## src/hw/rtl/acm_pkg.sv

```systemverilog
package acm_pkg;

    typedef struct packed {
        logic [1:0]         cmd;
        logic [7:0]         address;
        logic signed [15:0] write_value;
        logic signed [15:0] input_value;
    } acm_in_t;

    typedef struct packed {
        logic [7:0]         pc_now;
        logic signed [15:0] acc_now;
        logic               output_valid;
        logic signed [15:0] output_value;
        logic               input_used;
        logic               halted;
        logic               fault;
    } acm_out_t;

    localparam logic [1:0] CMD_WRITE   = 2'd0;
    localparam logic [1:0] CMD_RESTART = 2'd1;
    localparam logic [1:0] CMD_EXEC    = 2'd2;
    // The remaining encoding only reports the state.
    localparam logic [1:0] CMD_NOP     = 2'd3;

    localparam logic [15:0] OP_ADD  = 16'd1;
    localparam logic [15:0] OP_SUB  = 16'd2;
    localparam logic [15:0] OP_MUL  = 16'd3;
    localparam logic [15:0] OP_DIV  = 16'd4;
    localparam logic [15:0] OP_JMP  = 16'd5;
    localparam logic [15:0] OP_JMPN = 16'd6;
    localparam logic [15:0] OP_JMPP = 16'd7;
    localparam logic [15:0] OP_JMPZ = 16'd8;
    localparam logic [15:0] OP_COPY = 16'd9;
    localparam logic [15:0] OP_LOAD = 16'd10;
    localparam logic [15:0] OP_STOR = 16'd11;
    localparam logic [15:0] OP_IN   = 16'd12;
    localparam logic [15:0] OP_OUT  = 16'd13;
    localparam logic [15:0] OP_STOP = 16'd14;

    // Memory address source selected by the controller.
    typedef enum logic [2:0] {
        AS_PC,
        AS_PC1,
        AS_PC2,
        AS_A1,
        AS_A2,
        AS_CLR,
        AS_WR
    } acm_asel_t;

    // Which register captures the memory read data.
    typedef enum logic [2:0] {
        LD_NONE,
        LD_OP,
        LD_A1,
        LD_A2,
        LD_DATA
    } acm_ld_t;

    // Memory write data source.
    typedef enum logic [1:0] {
        WD_ITEM,
        WD_ACC,
        WD_INPUT,
        WD_DATA
    } acm_wd_t;

    typedef struct packed {
        acm_asel_t asel;
        acm_ld_t   ld;
        logic      mem_we;
        acm_wd_t   wsel;
        logic      clr_mem;
        logic      clr_step;
        logic      restart;
        logic      set_fault;
        logic      exec_alu;
        logic      div_start;
        logic      div_commit;
        logic      jump_commit;
        logic      pc_advance;
        logic      load_item;
        logic      out_emit;
        logic      in_emit;
        logic      res_build;
    } acm_cmd_t;

    typedef struct packed {
        logic [15:0] op;
        logic        fault;
        logic        clr_done;
        logic        a1_ok;
        logic        a2_ok;
        logic        pc_room1;
        logic        pc_room2;
        logic        next_ok;
        logic        take;
        logic        div_zero;
        logic        div_done;
        logic [1:0]  cmd;
        logic        wr_ok;
    } acm_stat_t;

endpackage

```

## src/hw/rtl/accumulator_machine_step.sv

```systemverilog
// Accumulator machine, one command per transfer.
// The input channel (in_valid, in_stall, in_data) carries one command: write a
// memory word, restart the machine, or execute the single instruction at the
// program counter. Every accepted command yields exactly one result transfer
// on the output channel (out_valid, out_stall, out_data) that reports pc, acc,
// output/input activity, halt and fault after the command.
// Each instruction reads its opcode and two operand words, then up to one data
// word, in sequence through the single memory port, which sets the rate; a
// divide then runs in the serial divider. The next command can be taken from
// the cycle in which out_valid rises.
// Only one command executes at a time.
// After reset the memory is cleared, one word per cycle, and in_stall stays
// high during that pass.
// The result sits in an output register; while the receiver stalls, the next
// command is still accepted and worked on, and waits at its result stage
// until the previous transfer completes.
module accumulator_machine_step
    import acm_pkg::*;
#(
    parameter int MEM_WORDS = 256
)
(
    input  logic     clk,
    input  logic     rst_n,
    input  logic     in_valid,
    output logic     in_stall,
    input  acm_in_t  in_data,
    output logic     out_valid,
    input  logic     out_stall,
    output acm_out_t out_data
);
    acm_cmd_t  ctl;
    acm_stat_t stat;

    acm_ctrl u_ctrl (
        .clk       (clk),
        .rst_n     (rst_n),
        .in_valid  (in_valid),
        .in_stall  (in_stall),
        .out_valid (out_valid),
        .out_stall (out_stall),
        .stat      (stat),
        .ctl       (ctl)
    );

    acm_datapath #(.MEM_WORDS(MEM_WORDS)) u_dp (
        .clk     (clk),
        .rst_n   (rst_n),
        .in_item (in_data),
        .ctl     (ctl),
        .stat    (stat),
        .result  (out_data)
    );
endmodule

```

## src/hw/rtl/acm_div.sv

```systemverilog
module acm_div
    import acm_pkg::*;
(
    input  logic        clk,
    input  logic        rst_n,
    input  logic        start,
    input  logic [15:0] dividend,
    input  logic [15:0] divisor,
    output logic        done,
    output logic [15:0] quotient
);
    logic [15:0] rem_reg, rem_next, quo_reg, quo_next, dvs_reg, dvs_next;
    logic [4:0]  cnt_reg, cnt_next;
    logic        busy_reg, busy_next, neg_reg, neg_next, done_reg, done_next;
    logic [16:0] trial;
    logic [15:0] shifted;

    always_comb
    begin
        rem_next  = rem_reg;
        quo_next  = quo_reg;
        dvs_next  = dvs_reg;
        cnt_next  = cnt_reg;
        busy_next = busy_reg;
        neg_next  = neg_reg;
        done_next = 1'b0;
        shifted   = {rem_reg[14:0], quo_reg[15]};
        trial     = {1'b0, shifted} - {1'b0, dvs_reg};
        if (start)
        begin
            rem_next  = '0;
            quo_next  = dividend[15] ? 16'(-dividend) : dividend;
            dvs_next  = divisor[15] ? 16'(-divisor) : divisor;
            neg_next  = dividend[15] ^ divisor[15];
            cnt_next  = 5'd16;
            busy_next = 1'b1;
        end
        else if (busy_reg)
        begin
            if (trial[16])
            begin
                rem_next = shifted;
                quo_next = {quo_reg[14:0], 1'b0};
            end
            else
            begin
                rem_next = trial[15:0];
                quo_next = {quo_reg[14:0], 1'b1};
            end
            cnt_next = cnt_reg - 5'd1;
            if (cnt_reg == 5'd1)
            begin
                busy_next = 1'b0;
                done_next = 1'b1;
            end
        end
    end

    always_ff @(posedge clk or negedge rst_n)
    begin
        if (!rst_n)
        begin
            busy_reg <= 1'b0;
            done_reg <= 1'b0;
            cnt_reg  <= '0;
        end
        else
        begin
            busy_reg <= busy_next;
            done_reg <= done_next;
            cnt_reg  <= cnt_next;
        end
    end

    always_ff @(posedge clk)
    begin
        rem_reg <= rem_next;
        quo_reg <= quo_next;
        dvs_reg <= dvs_next;
        neg_reg <= neg_next;
    end

    assign done     = done_reg;
    assign quotient = neg_reg ? 16'(-quo_reg) : quo_reg;
endmodule

```

## src/hw/rtl/acm_datapath.sv

```systemverilog
module acm_datapath
    import acm_pkg::*;
#(
    parameter int MEM_WORDS = 256
)
(
    input  logic      clk,
    input  logic      rst_n,
    input  acm_in_t   in_item,
    input  acm_cmd_t  ctl,
    output acm_stat_t stat,
    output acm_out_t  result
);
    localparam int AW = $clog2(MEM_WORDS);
    localparam int PW = AW + 2;

    logic [15:0] mem [MEM_WORDS];
    logic [15:0] rdata_reg;
    logic [AW-1:0] pc_reg, clr_reg;
    logic [15:0] acc_reg, op_reg, a1_reg, a2_reg, data_reg;
    logic        fault_reg;
    acm_in_t     item_reg;
    logic        outv_reg, inu_reg;
    logic [15:0] outval_reg;
    acm_out_t    res_reg;

    logic [AW-1:0] addr;
    logic [15:0]   wdata;
    logic [PW-1:0] pc_w, next_w;
    logic [31:0]   prod;
    logic [15:0]   quo;
    logic          div_done;
    logic signed [15:0] acc_s;

    function automatic logic addr_ok(input logic [15:0] w);
        return (w[15] == 1'b0) && (32'(w) < 32'(MEM_WORDS));
    endfunction

    always_comb
    begin
        unique case (ctl.asel)
            AS_PC:   addr = pc_reg;
            AS_PC1:  addr = AW'(pc_reg + AW'(1));
            AS_PC2:  addr = AW'(pc_reg + AW'(2));
            AS_A1:   addr = a1_reg[AW-1:0];
            AS_A2:   addr = a2_reg[AW-1:0];
            AS_CLR:  addr = clr_reg;
            AS_WR:   addr = AW'(item_reg.address);
            default: addr = pc_reg;
        endcase
        unique case (ctl.wsel)
            WD_ITEM:  wdata = item_reg.write_value;
            WD_ACC:   wdata = acc_reg;
            WD_INPUT: wdata = item_reg.input_value;
            WD_DATA:  wdata = data_reg;
            default:  wdata = '0;
        endcase
        if (ctl.clr_mem)
            wdata = '0;
    end

    always_ff @(posedge clk)
    begin
        if (ctl.mem_we)
            mem[addr] <= wdata;
        rdata_reg <= mem[addr];
    end

    assign pc_w   = PW'(pc_reg);
    assign next_w = pc_w + ((op_reg == OP_COPY) ? PW'(3) : PW'(2));
    assign acc_s  = acc_reg;
    assign prod   = 32'(acc_reg) * 32'(data_reg);

    acm_div u_div (
        .clk      (clk),
        .rst_n    (rst_n),
        .start    (ctl.div_start),
        .dividend (acc_reg),
        .divisor  (data_reg),
        .done     (div_done),
        .quotient (quo)
    );

    always_ff @(posedge clk or negedge rst_n)
    begin
        if (!rst_n)
        begin
            pc_reg    <= '0;
            acc_reg   <= '0;
            fault_reg <= 1'b0;
            clr_reg   <= '0;
        end
        else
        begin
            if (ctl.clr_step)
                clr_reg <= AW'(clr_reg + AW'(1));
            if (ctl.restart)
            begin
                pc_reg    <= '0;
                acc_reg   <= '0;
                fault_reg <= 1'b0;
            end
            if (ctl.set_fault)
                fault_reg <= 1'b1;
            if (ctl.exec_alu)
            begin
                priority case (op_reg)
                    OP_ADD:  acc_reg <= acc_reg + data_reg;
                    OP_SUB:  acc_reg <= acc_reg - data_reg;
                    OP_MUL:  acc_reg <= prod[15:0];
                    OP_LOAD: acc_reg <= data_reg;
                    default: acc_reg <= acc_reg;
                endcase
            end
            if (ctl.div_commit)
                acc_reg <= quo;
            if (ctl.jump_commit)
                pc_reg <= stat.take ? a1_reg[AW-1:0] : next_w[AW-1:0];
            if (ctl.pc_advance)
                pc_reg <= next_w[AW-1:0];
        end
    end

    always_ff @(posedge clk)
    begin
        if (ctl.load_item)
        begin
            item_reg   <= in_item;
            outv_reg   <= 1'b0;
            inu_reg    <= 1'b0;
            outval_reg <= '0;
        end
        if (ctl.out_emit)
        begin
            outv_reg   <= 1'b1;
            outval_reg <= data_reg;
        end
        if (ctl.in_emit)
            inu_reg <= 1'b1;
        unique case (ctl.ld)
            LD_OP:   op_reg   <= rdata_reg;
            LD_A1:   a1_reg   <= rdata_reg;
            LD_A2:   a2_reg   <= rdata_reg;
            LD_DATA: data_reg <= rdata_reg;
            default: ;
        endcase
        if (ctl.res_build)
        begin
            res_reg.pc_now       <= 8'(pc_reg);
            res_reg.acc_now      <= acc_reg;
            res_reg.output_valid <= outv_reg;
            res_reg.output_value <= outval_reg;
            res_reg.input_used   <= inu_reg;
            res_reg.halted       <= fault_reg || (rdata_reg == OP_STOP);
            res_reg.fault        <= fault_reg;
        end
    end

    always_comb
    begin
        stat.op       = op_reg;
        stat.fault    = fault_reg;
        stat.clr_done = (clr_reg == AW'(MEM_WORDS - 1));
        stat.a1_ok    = addr_ok(a1_reg);
        stat.a2_ok    = addr_ok(a2_reg);
        stat.pc_room1 = (pc_w + PW'(1)) < PW'(MEM_WORDS);
        stat.pc_room2 = (pc_w + PW'(2)) < PW'(MEM_WORDS);
        stat.next_ok  = next_w < PW'(MEM_WORDS);
        priority case (op_reg)
            OP_JMP:  stat.take = 1'b1;
            OP_JMPN: stat.take = acc_s < 0;
            OP_JMPP: stat.take = acc_s > 0;
            OP_JMPZ: stat.take = acc_s == 0;
            default: stat.take = 1'b0;
        endcase
        stat.div_zero = (data_reg == '0);
        stat.div_done = div_done;
        stat.cmd      = item_reg.cmd;
        stat.wr_ok    = 32'(item_reg.address) < 32'(MEM_WORDS);
    end

    assign result = res_reg;
endmodule

```

## src/hw/rtl/acm_ctrl.sv

```systemverilog
module acm_ctrl
    import acm_pkg::*;
(
    input  logic      clk,
    input  logic      rst_n,
    input  logic      in_valid,
    output logic      in_stall,
    output logic      out_valid,
    input  logic      out_stall,
    input  acm_stat_t stat,
    output acm_cmd_t  ctl
);
    typedef enum logic [4:0] {
        S_CLEAR, S_IDLE, S_DISPATCH, S_FETCH_OP, S_CHK_OP, S_FETCH_A1,
        S_FETCH_A2, S_DECODE, S_READ_DATA, S_EXECUTE, S_DIV_WAIT,
        S_STATUS_RD, S_STATUS, S_SEND
    } state_t;

    state_t state_reg, state_next;
    logic   ov_reg, ov_next;

    always_comb
    begin
        ctl        = '0;
        ctl.asel   = AS_PC;
        ctl.ld     = LD_NONE;
        ctl.wsel   = WD_ITEM;
        state_next = state_reg;
        ov_next    = ov_reg;
        if (ov_reg && !out_stall)
            ov_next = 1'b0;
        unique case (state_reg)
            S_CLEAR:
            begin
                ctl.asel     = AS_CLR;
                ctl.mem_we   = 1'b1;
                ctl.clr_mem  = 1'b1;
                ctl.clr_step = 1'b1;
                if (stat.clr_done)
                    state_next = S_IDLE;
            end
            S_IDLE:
            begin
                if (in_valid)
                begin
                    ctl.load_item = 1'b1;
                    state_next    = S_DISPATCH;
                end
            end
            S_DISPATCH:
            begin
                priority case (stat.cmd)
                    CMD_WRITE:
                    begin
                        ctl.asel   = AS_WR;
                        ctl.wsel   = WD_ITEM;
                        ctl.mem_we = stat.wr_ok;
                        state_next = S_STATUS_RD;
                    end
                    CMD_RESTART:
                    begin
                        ctl.restart = 1'b1;
                        state_next  = S_STATUS_RD;
                    end
                    CMD_EXEC:
                    begin
                        state_next = stat.fault ? S_STATUS_RD : S_FETCH_OP;
                    end
                    default: state_next = S_STATUS_RD;
                endcase
            end
            S_FETCH_OP:
            begin
                ctl.asel   = AS_PC;
                state_next = S_CHK_OP;
            end
            S_CHK_OP:
            begin
                ctl.ld     = LD_OP;
                ctl.asel   = AS_PC1;
                state_next = S_FETCH_A1;
            end
            S_FETCH_A1:
            begin
                ctl.ld     = LD_A1;
                ctl.asel   = AS_PC2;
                state_next = S_FETCH_A2;
            end
            S_FETCH_A2:
            begin
                ctl.ld     = LD_A2;
                state_next = S_DECODE;
            end
            S_DECODE:
            begin
                ctl.asel = AS_A1;
                if (stat.op == OP_STOP)
                    state_next = S_STATUS_RD;
                else if (stat.op < OP_ADD || stat.op > OP_STOP || !stat.pc_room1 ||
                         (stat.op == OP_COPY && !stat.pc_room2))
                begin
                    ctl.set_fault = 1'b1;
                    state_next    = S_STATUS_RD;
                end
                else if (stat.op >= OP_JMP && stat.op <= OP_JMPZ)
                begin
                    if ((stat.take && !stat.a1_ok) || (!stat.take && !stat.next_ok))
                        ctl.set_fault = 1'b1;
                    else
                        ctl.jump_commit = 1'b1;
                    state_next = S_STATUS_RD;
                end
                else if (!stat.a1_ok || !stat.next_ok ||
                         (stat.op == OP_COPY && !stat.a2_ok))
                begin
                    ctl.set_fault = 1'b1;
                    state_next    = S_STATUS_RD;
                end
                else
                    state_next = S_READ_DATA;
            end
            S_READ_DATA:
            begin
                ctl.ld     = LD_DATA;
                state_next = S_EXECUTE;
            end
            S_EXECUTE:
            begin
                state_next = S_STATUS_RD;
                priority case (stat.op)
                    OP_DIV:
                    begin
                        if (stat.div_zero)
                            ctl.set_fault = 1'b1;
                        else
                        begin
                            ctl.div_start = 1'b1;
                            state_next    = S_DIV_WAIT;
                        end
                    end
                    OP_COPY:
                    begin
                        ctl.asel       = AS_A2;
                        ctl.wsel       = WD_DATA;
                        ctl.mem_we     = 1'b1;
                        ctl.pc_advance = 1'b1;
                    end
                    OP_STOR:
                    begin
                        ctl.asel       = AS_A1;
                        ctl.wsel       = WD_ACC;
                        ctl.mem_we     = 1'b1;
                        ctl.pc_advance = 1'b1;
                    end
                    OP_IN:
                    begin
                        ctl.asel       = AS_A1;
                        ctl.wsel       = WD_INPUT;
                        ctl.mem_we     = 1'b1;
                        ctl.in_emit    = 1'b1;
                        ctl.pc_advance = 1'b1;
                    end
                    OP_OUT:
                    begin
                        ctl.out_emit   = 1'b1;
                        ctl.pc_advance = 1'b1;
                    end
                    default:
                    begin
                        ctl.exec_alu   = 1'b1;
                        ctl.pc_advance = 1'b1;
                    end
                endcase
            end
            S_DIV_WAIT:
            begin
                if (stat.div_done)
                begin
                    ctl.div_commit = 1'b1;
                    ctl.pc_advance = 1'b1;
                    state_next     = S_STATUS_RD;
                end
            end
            S_STATUS_RD:
            begin
                ctl.asel   = AS_PC;
                state_next = S_STATUS;
            end
            S_STATUS:
            begin
                if (!ov_reg || !out_stall)
                begin
                    ctl.res_build = 1'b1;
                    state_next    = S_SEND;
                end
            end
            S_SEND:
            begin
                ov_next    = 1'b1;
                state_next = S_IDLE;
            end
            default: state_next = S_IDLE;
        endcase
    end

    always_ff @(posedge clk or negedge rst_n)
    begin
        if (!rst_n)
        begin
            state_reg <= S_CLEAR;
            ov_reg    <= 1'b0;
        end
        else
        begin
            state_reg <= state_next;
            ov_reg    <= ov_next;
        end
    end

    assign in_stall  = (state_reg != S_IDLE);
    assign out_valid = ov_reg;
endmodule

```

## config.mk

```make
export PLATFORM = sky130hd
export DESIGN_NAME = accumulator_machine_step
export DESIGN_NICKNAME = d
export VERILOG_FILES = /design/src/hw/rtl/acm_pkg.sv /design/src/hw/rtl/accumulator_machine_step.sv /design/src/hw/rtl/acm_div.sv /design/src/hw/rtl/acm_datapath.sv /design/src/hw/rtl/acm_ctrl.sv
export SDC_FILE = /design/constraint.sdc
export NUM_CORES = 2
export LEC_CHECK = 0
export ABC_CLOCK_PERIOD_IN_PS = 35100
export BUFFER_PORTS_ARGS = -buffer_cell sky130_fd_sc_hd__buf_2
export CORE_MARGIN = 2
export CORE_UTILIZATION = 30
export CTS_CLUSTER_SIZE = 14
export DETAILED_ROUTE_END_ITERATION = 16
export GPL_TIMING_DRIVEN = 0
export PLACE_DENSITY_LB_ADDON = 0.25
export REMOVE_ABC_BUFFERS = 1
export SYNTH_ARGS = -nofsm -noshare
export SYNTH_HDL_FRONTEND = slang
export SYNTH_SLANG_ARGS = --single-unit
```

## constraint.sdc

```tcl
create_clock -name clk -period 35.1 [get_ports clk]
set_clock_uncertainty 0.05 [all_clocks]
set_input_delay 7.02 -clock clk [delete_from_list [all_inputs] [get_ports clk]]
set_output_delay 7.02 -clock clk [all_outputs]
set_load 0.005 [all_outputs]
```

==> qor.yml <==
timing:
  slew_violations: 29
  rsz0062_at_grt: "no"
  fmax_ghz: 0.100
  hold_violations: 0
  setup_viol: 0
  timing.setup.tns_ns: 0
  maxSlewHeadroom_pct: -7.14
  tightest_slew_ns: 1.60
  min_period_over_period_pct: 28.5
  min_period_ns: 9.99
synth:
  syn-cell-area_um2: 180000
  ys_async_sr_fraction_pct: 1.03
  synth_cell_types: 92
  syn-instance-count: 13500
  yosysWarnings: 0
  synth_flop_cell: "edfxtp_1"
  ys_seq_area_share_pct: 72.6
  synth.avg_cell_area_um2: 13.3
  synth_edf_count: 4295
  yosys_register_bits: 4373
global_routing:
  grt_first_pass_wirelength_um: 918000
  grt_pass1_vias: 110000
  grt-ovfl-total: 0
  grt_use_total_pct: 21.4
  grt_max_degree: 70
  grt_antenna_before_repair: 62
cts:
  cts_root_buf: "clkbuf_16"
  insertion_delay_ns: 1.07
  clock_path_buffers: 4
  cts_tree: "yes"
  holdBufCountCts: 0
  clock-sinks: 4373
  cts_inserted_buffers: 453
  cts_resized: 0
  cts_setup_buffers: 0
  ctsHtreeMaxLevel: 5
  path_clk_slew_ns: 0.06
final_layout:
  area_growth_pct: 20.4
  drive_gt1_share_pct: 14.2
  fillers: 56800
  nets: 14200
  final_core_util_pct: 36.3
  largest_reg_flops: 4096
setup_path:
  cp.required_ns: 35.66
  crit_top_cell: "buf_12"
  critPathLaunch: "u_ctrl.state_reg[0]$_DFFE_PN0P_"
  cp_max_fo: 35
  slowest_delay_ns: 1.01
  start_kind: "flip-flop"
  end_kind: "flip-flop"
  critPathKind: "flip-flop to flip-flop"
  cp.arrival_ns: 10.56
  r2r-start: "u_ctrl.state_reg[0]$_DFFE_PN0P_"
  crit_chain: "nor4bb_1 -> nand4_1 -> o21ai_2 -> o2111ai_4 -> buf_16 -> buf_16 -> buf_12 -> buf_12 -> buf_12 -> buf_12 -> buf_12 -> buf_12 -> nor2_8 -> buf_16 -> a32oi_1 -> a32oi_1 -> a31oi_1 -> nor4_2 -> nand4_1"
  crit_slowest_cell: "dfrtp_1"
power_and_ir_drop:
  p_per_area_nw_per_um2: 48.4
  max-vdd-ir-drop_v: 0.0000414
  leakage_nw: 70.1
min_path:
  hold_path_class: "flip-flop to flip-flop"
  hold_start: "u_dp.outval_reg[13]$_SDFFCE_PN0P_"
status:
  violations: "max-capacitance violations, max-slew violations"
  outcome: "finished, violations left"
routing:
  dr.pass1.iters: 7
  drtAntennaViolNets: 0
  routedWlPerCell_um: 29.9
  num_vias: 120000
  drt_iter0_drc: 15900
  via_per_inst: 5.34
  drc: 0
  wl_um: 670000
die:
  core.rowCount: 284
  dieArea_um2: 606000
  die_height_um: 779
  die_w_um: 779
  core_area_um2: 598000
  initial_core_util_pct: 30.1
  ioPinCount: 92
placement:
  dpl.hpwl_um: 461000
  gp_congestion: 0.870
  io_buffer_count: 91
flow_run:
  maxCapViolations: 9
[area by class of cell]
type                       count  area, um2  share of cell area (%)
sequential                  4373     131000                    60.3
tap                         8008      10000                    4.62
clock buffer                 556      11900                    5.50
timing repair buffer         854      14600                    6.75
multi-input combinational   8089      46000                    21.2
antenna                       23       57.6                  0.0265
inverter                     166        623                   0.287
clock inverter               297       2760                    1.27
[cells in the mapped netlist, types with 27 or more instances]
cell,instances,area share [%]
edfxtp_1,4295,72
nand2_1,3687,7.7
nand3_1,837,2.3
and3_1,525,1.8
buf_2,478,1.3
nor2_1,475,0.99
a31oi_1,453,1.6
a21oi_1,291,0.81
clkbuf_1,280,0.58
a311oi_1,235,1.1
inv_1,165,0.34
o21ai_0,162,0.45
mux2i_1,127,0.71
mux4_2,109,1.4
nor3_1,93,0.26
ha_1,92,0.64
and2_1,89,0.31
xnor2_1,84,0.41
fa_1,82,0.91
a22oi_1,75,0.31
a32oi_1,75,0.36
nand4_1,74,0.26
buf_1,52,0.11
xor2_1,48,0.23
a221oi_1,47,0.23
dfrtp_1,45,0.63
buf_4,34,0.14
nor4_1,34,0.12
dfxtp_1,33,0.37
o22ai_1,33,0.11
or3_1,28,0.097
a22o_1,27,0.13
[path summary, 6_finish.rpt]
| path | to | slack (ns) | cells after the start |
|---|---|---|---|
| min in group asynchronous | u_dp.clr_reg[5]$_DFFE_PN0N_ | 5.88 | 1 |
| max in group asynchronous | u_dp.u_div.cnt_reg[0]$_DFFE_PN0P_ | 28.53 | 2 |
| max | u_dp.rdata_reg[4]$_DFF_P_ | 25.11 | 19 |
| min reg2reg | u_dp.result[16]$_DFFE_PP_ | 0.37 | 0 |
| max reg2reg | u_dp.rdata_reg[4]$_DFF_P_ | 25.11 | 19 |
| min | u_dp.result[16]$_DFFE_PP_ | 0.37 | 0 |
[routing by layer]
layer,vias to the layer above,track usage [%],wire (um)
li1,51000,-,-
met1,61500,29.6,275000
met2,5927,32.4,295000
met3,1045,4.44,65300
met4,22,9.37,34300
met5,-,0,147
[power by group]
group	internal [mW]	switching, mW
clock network	2.73	2.11
logic	0.00197	0.00205
registers	5.64	0.00000000000000000210
[cell usage in the layout (no fill, tap or decap), types with 82 or more instances in the layout]
cell type  synthesis  routed
o21ai_0          162     151
nand3_1          837     836
buf_8              0     215
inv_1            165     164
a21oi_1          291     290
buf_2            478      94
mux4_2           109     109
ha_1              92      92
buf_12             0     237
fa_1              82      82
nor2_2             0     269
clkinv_1           1     121
a311oi_1         235     232
and2_1            89      88
mux2i_1          127     127
xnor2_1           84      84
clkbuf_16          0     459
nand2_1         3687    3658
nor2_1           475     161
buf_16             0     170
a31oi_1          453     447
clkbuf_1         280      90
buf_6             25     127
edfxtp_1        4295    4295
clkinv_2           0      94
and3_1           525     525
[critical path, delay by kind of cell, from the launching register on]
| family | cells | cell delay, ns |
|---|---|---|
| AND/OR/NAND/NOR | 5 | 3.61 |
| buffers and inverters | 9 | 1.92 |
| flip-flops | 1 | 1.01 |
| AO/OA/AOI/OAI | 5 | 2.72 |
[per-stage QoR]
| step | setup WS [ns] | instance area (um2) | hold WS, ns | instances | power, mW |
|---|---|---|---|---|---|
| global route | 25.04 | 217000 | 0.371 | 22300 | 10.7 |
| detailed placement | 25.11 | 202000 | 0.355 | 21500 | 5.76 |
| finish | 25.11 | 217000 | 0.367 | 22400 | 10.5 |
| CTS | 25.06 | 217000 | 0.368 | 22300 | 10.5 |
| floorplan | -12.30 | 176000 | 0.350 | 12600 | 5.75 |
| global placement | -182.65 | 186000 | 0.353 | 20700 | 5.76 |
[logic make-up after synthesis]
group,after synthesis,synth area share (%)
mux,239,2.10
flops,4373,72.6
fa+ha+maj,174,1.55
compound gates,1618,6.16
simple gates,5926,14.3
buf+inv,1035,2.67
xor+xnor,132,0.642
Note: power is estimated with default switching activity, not from simulation.
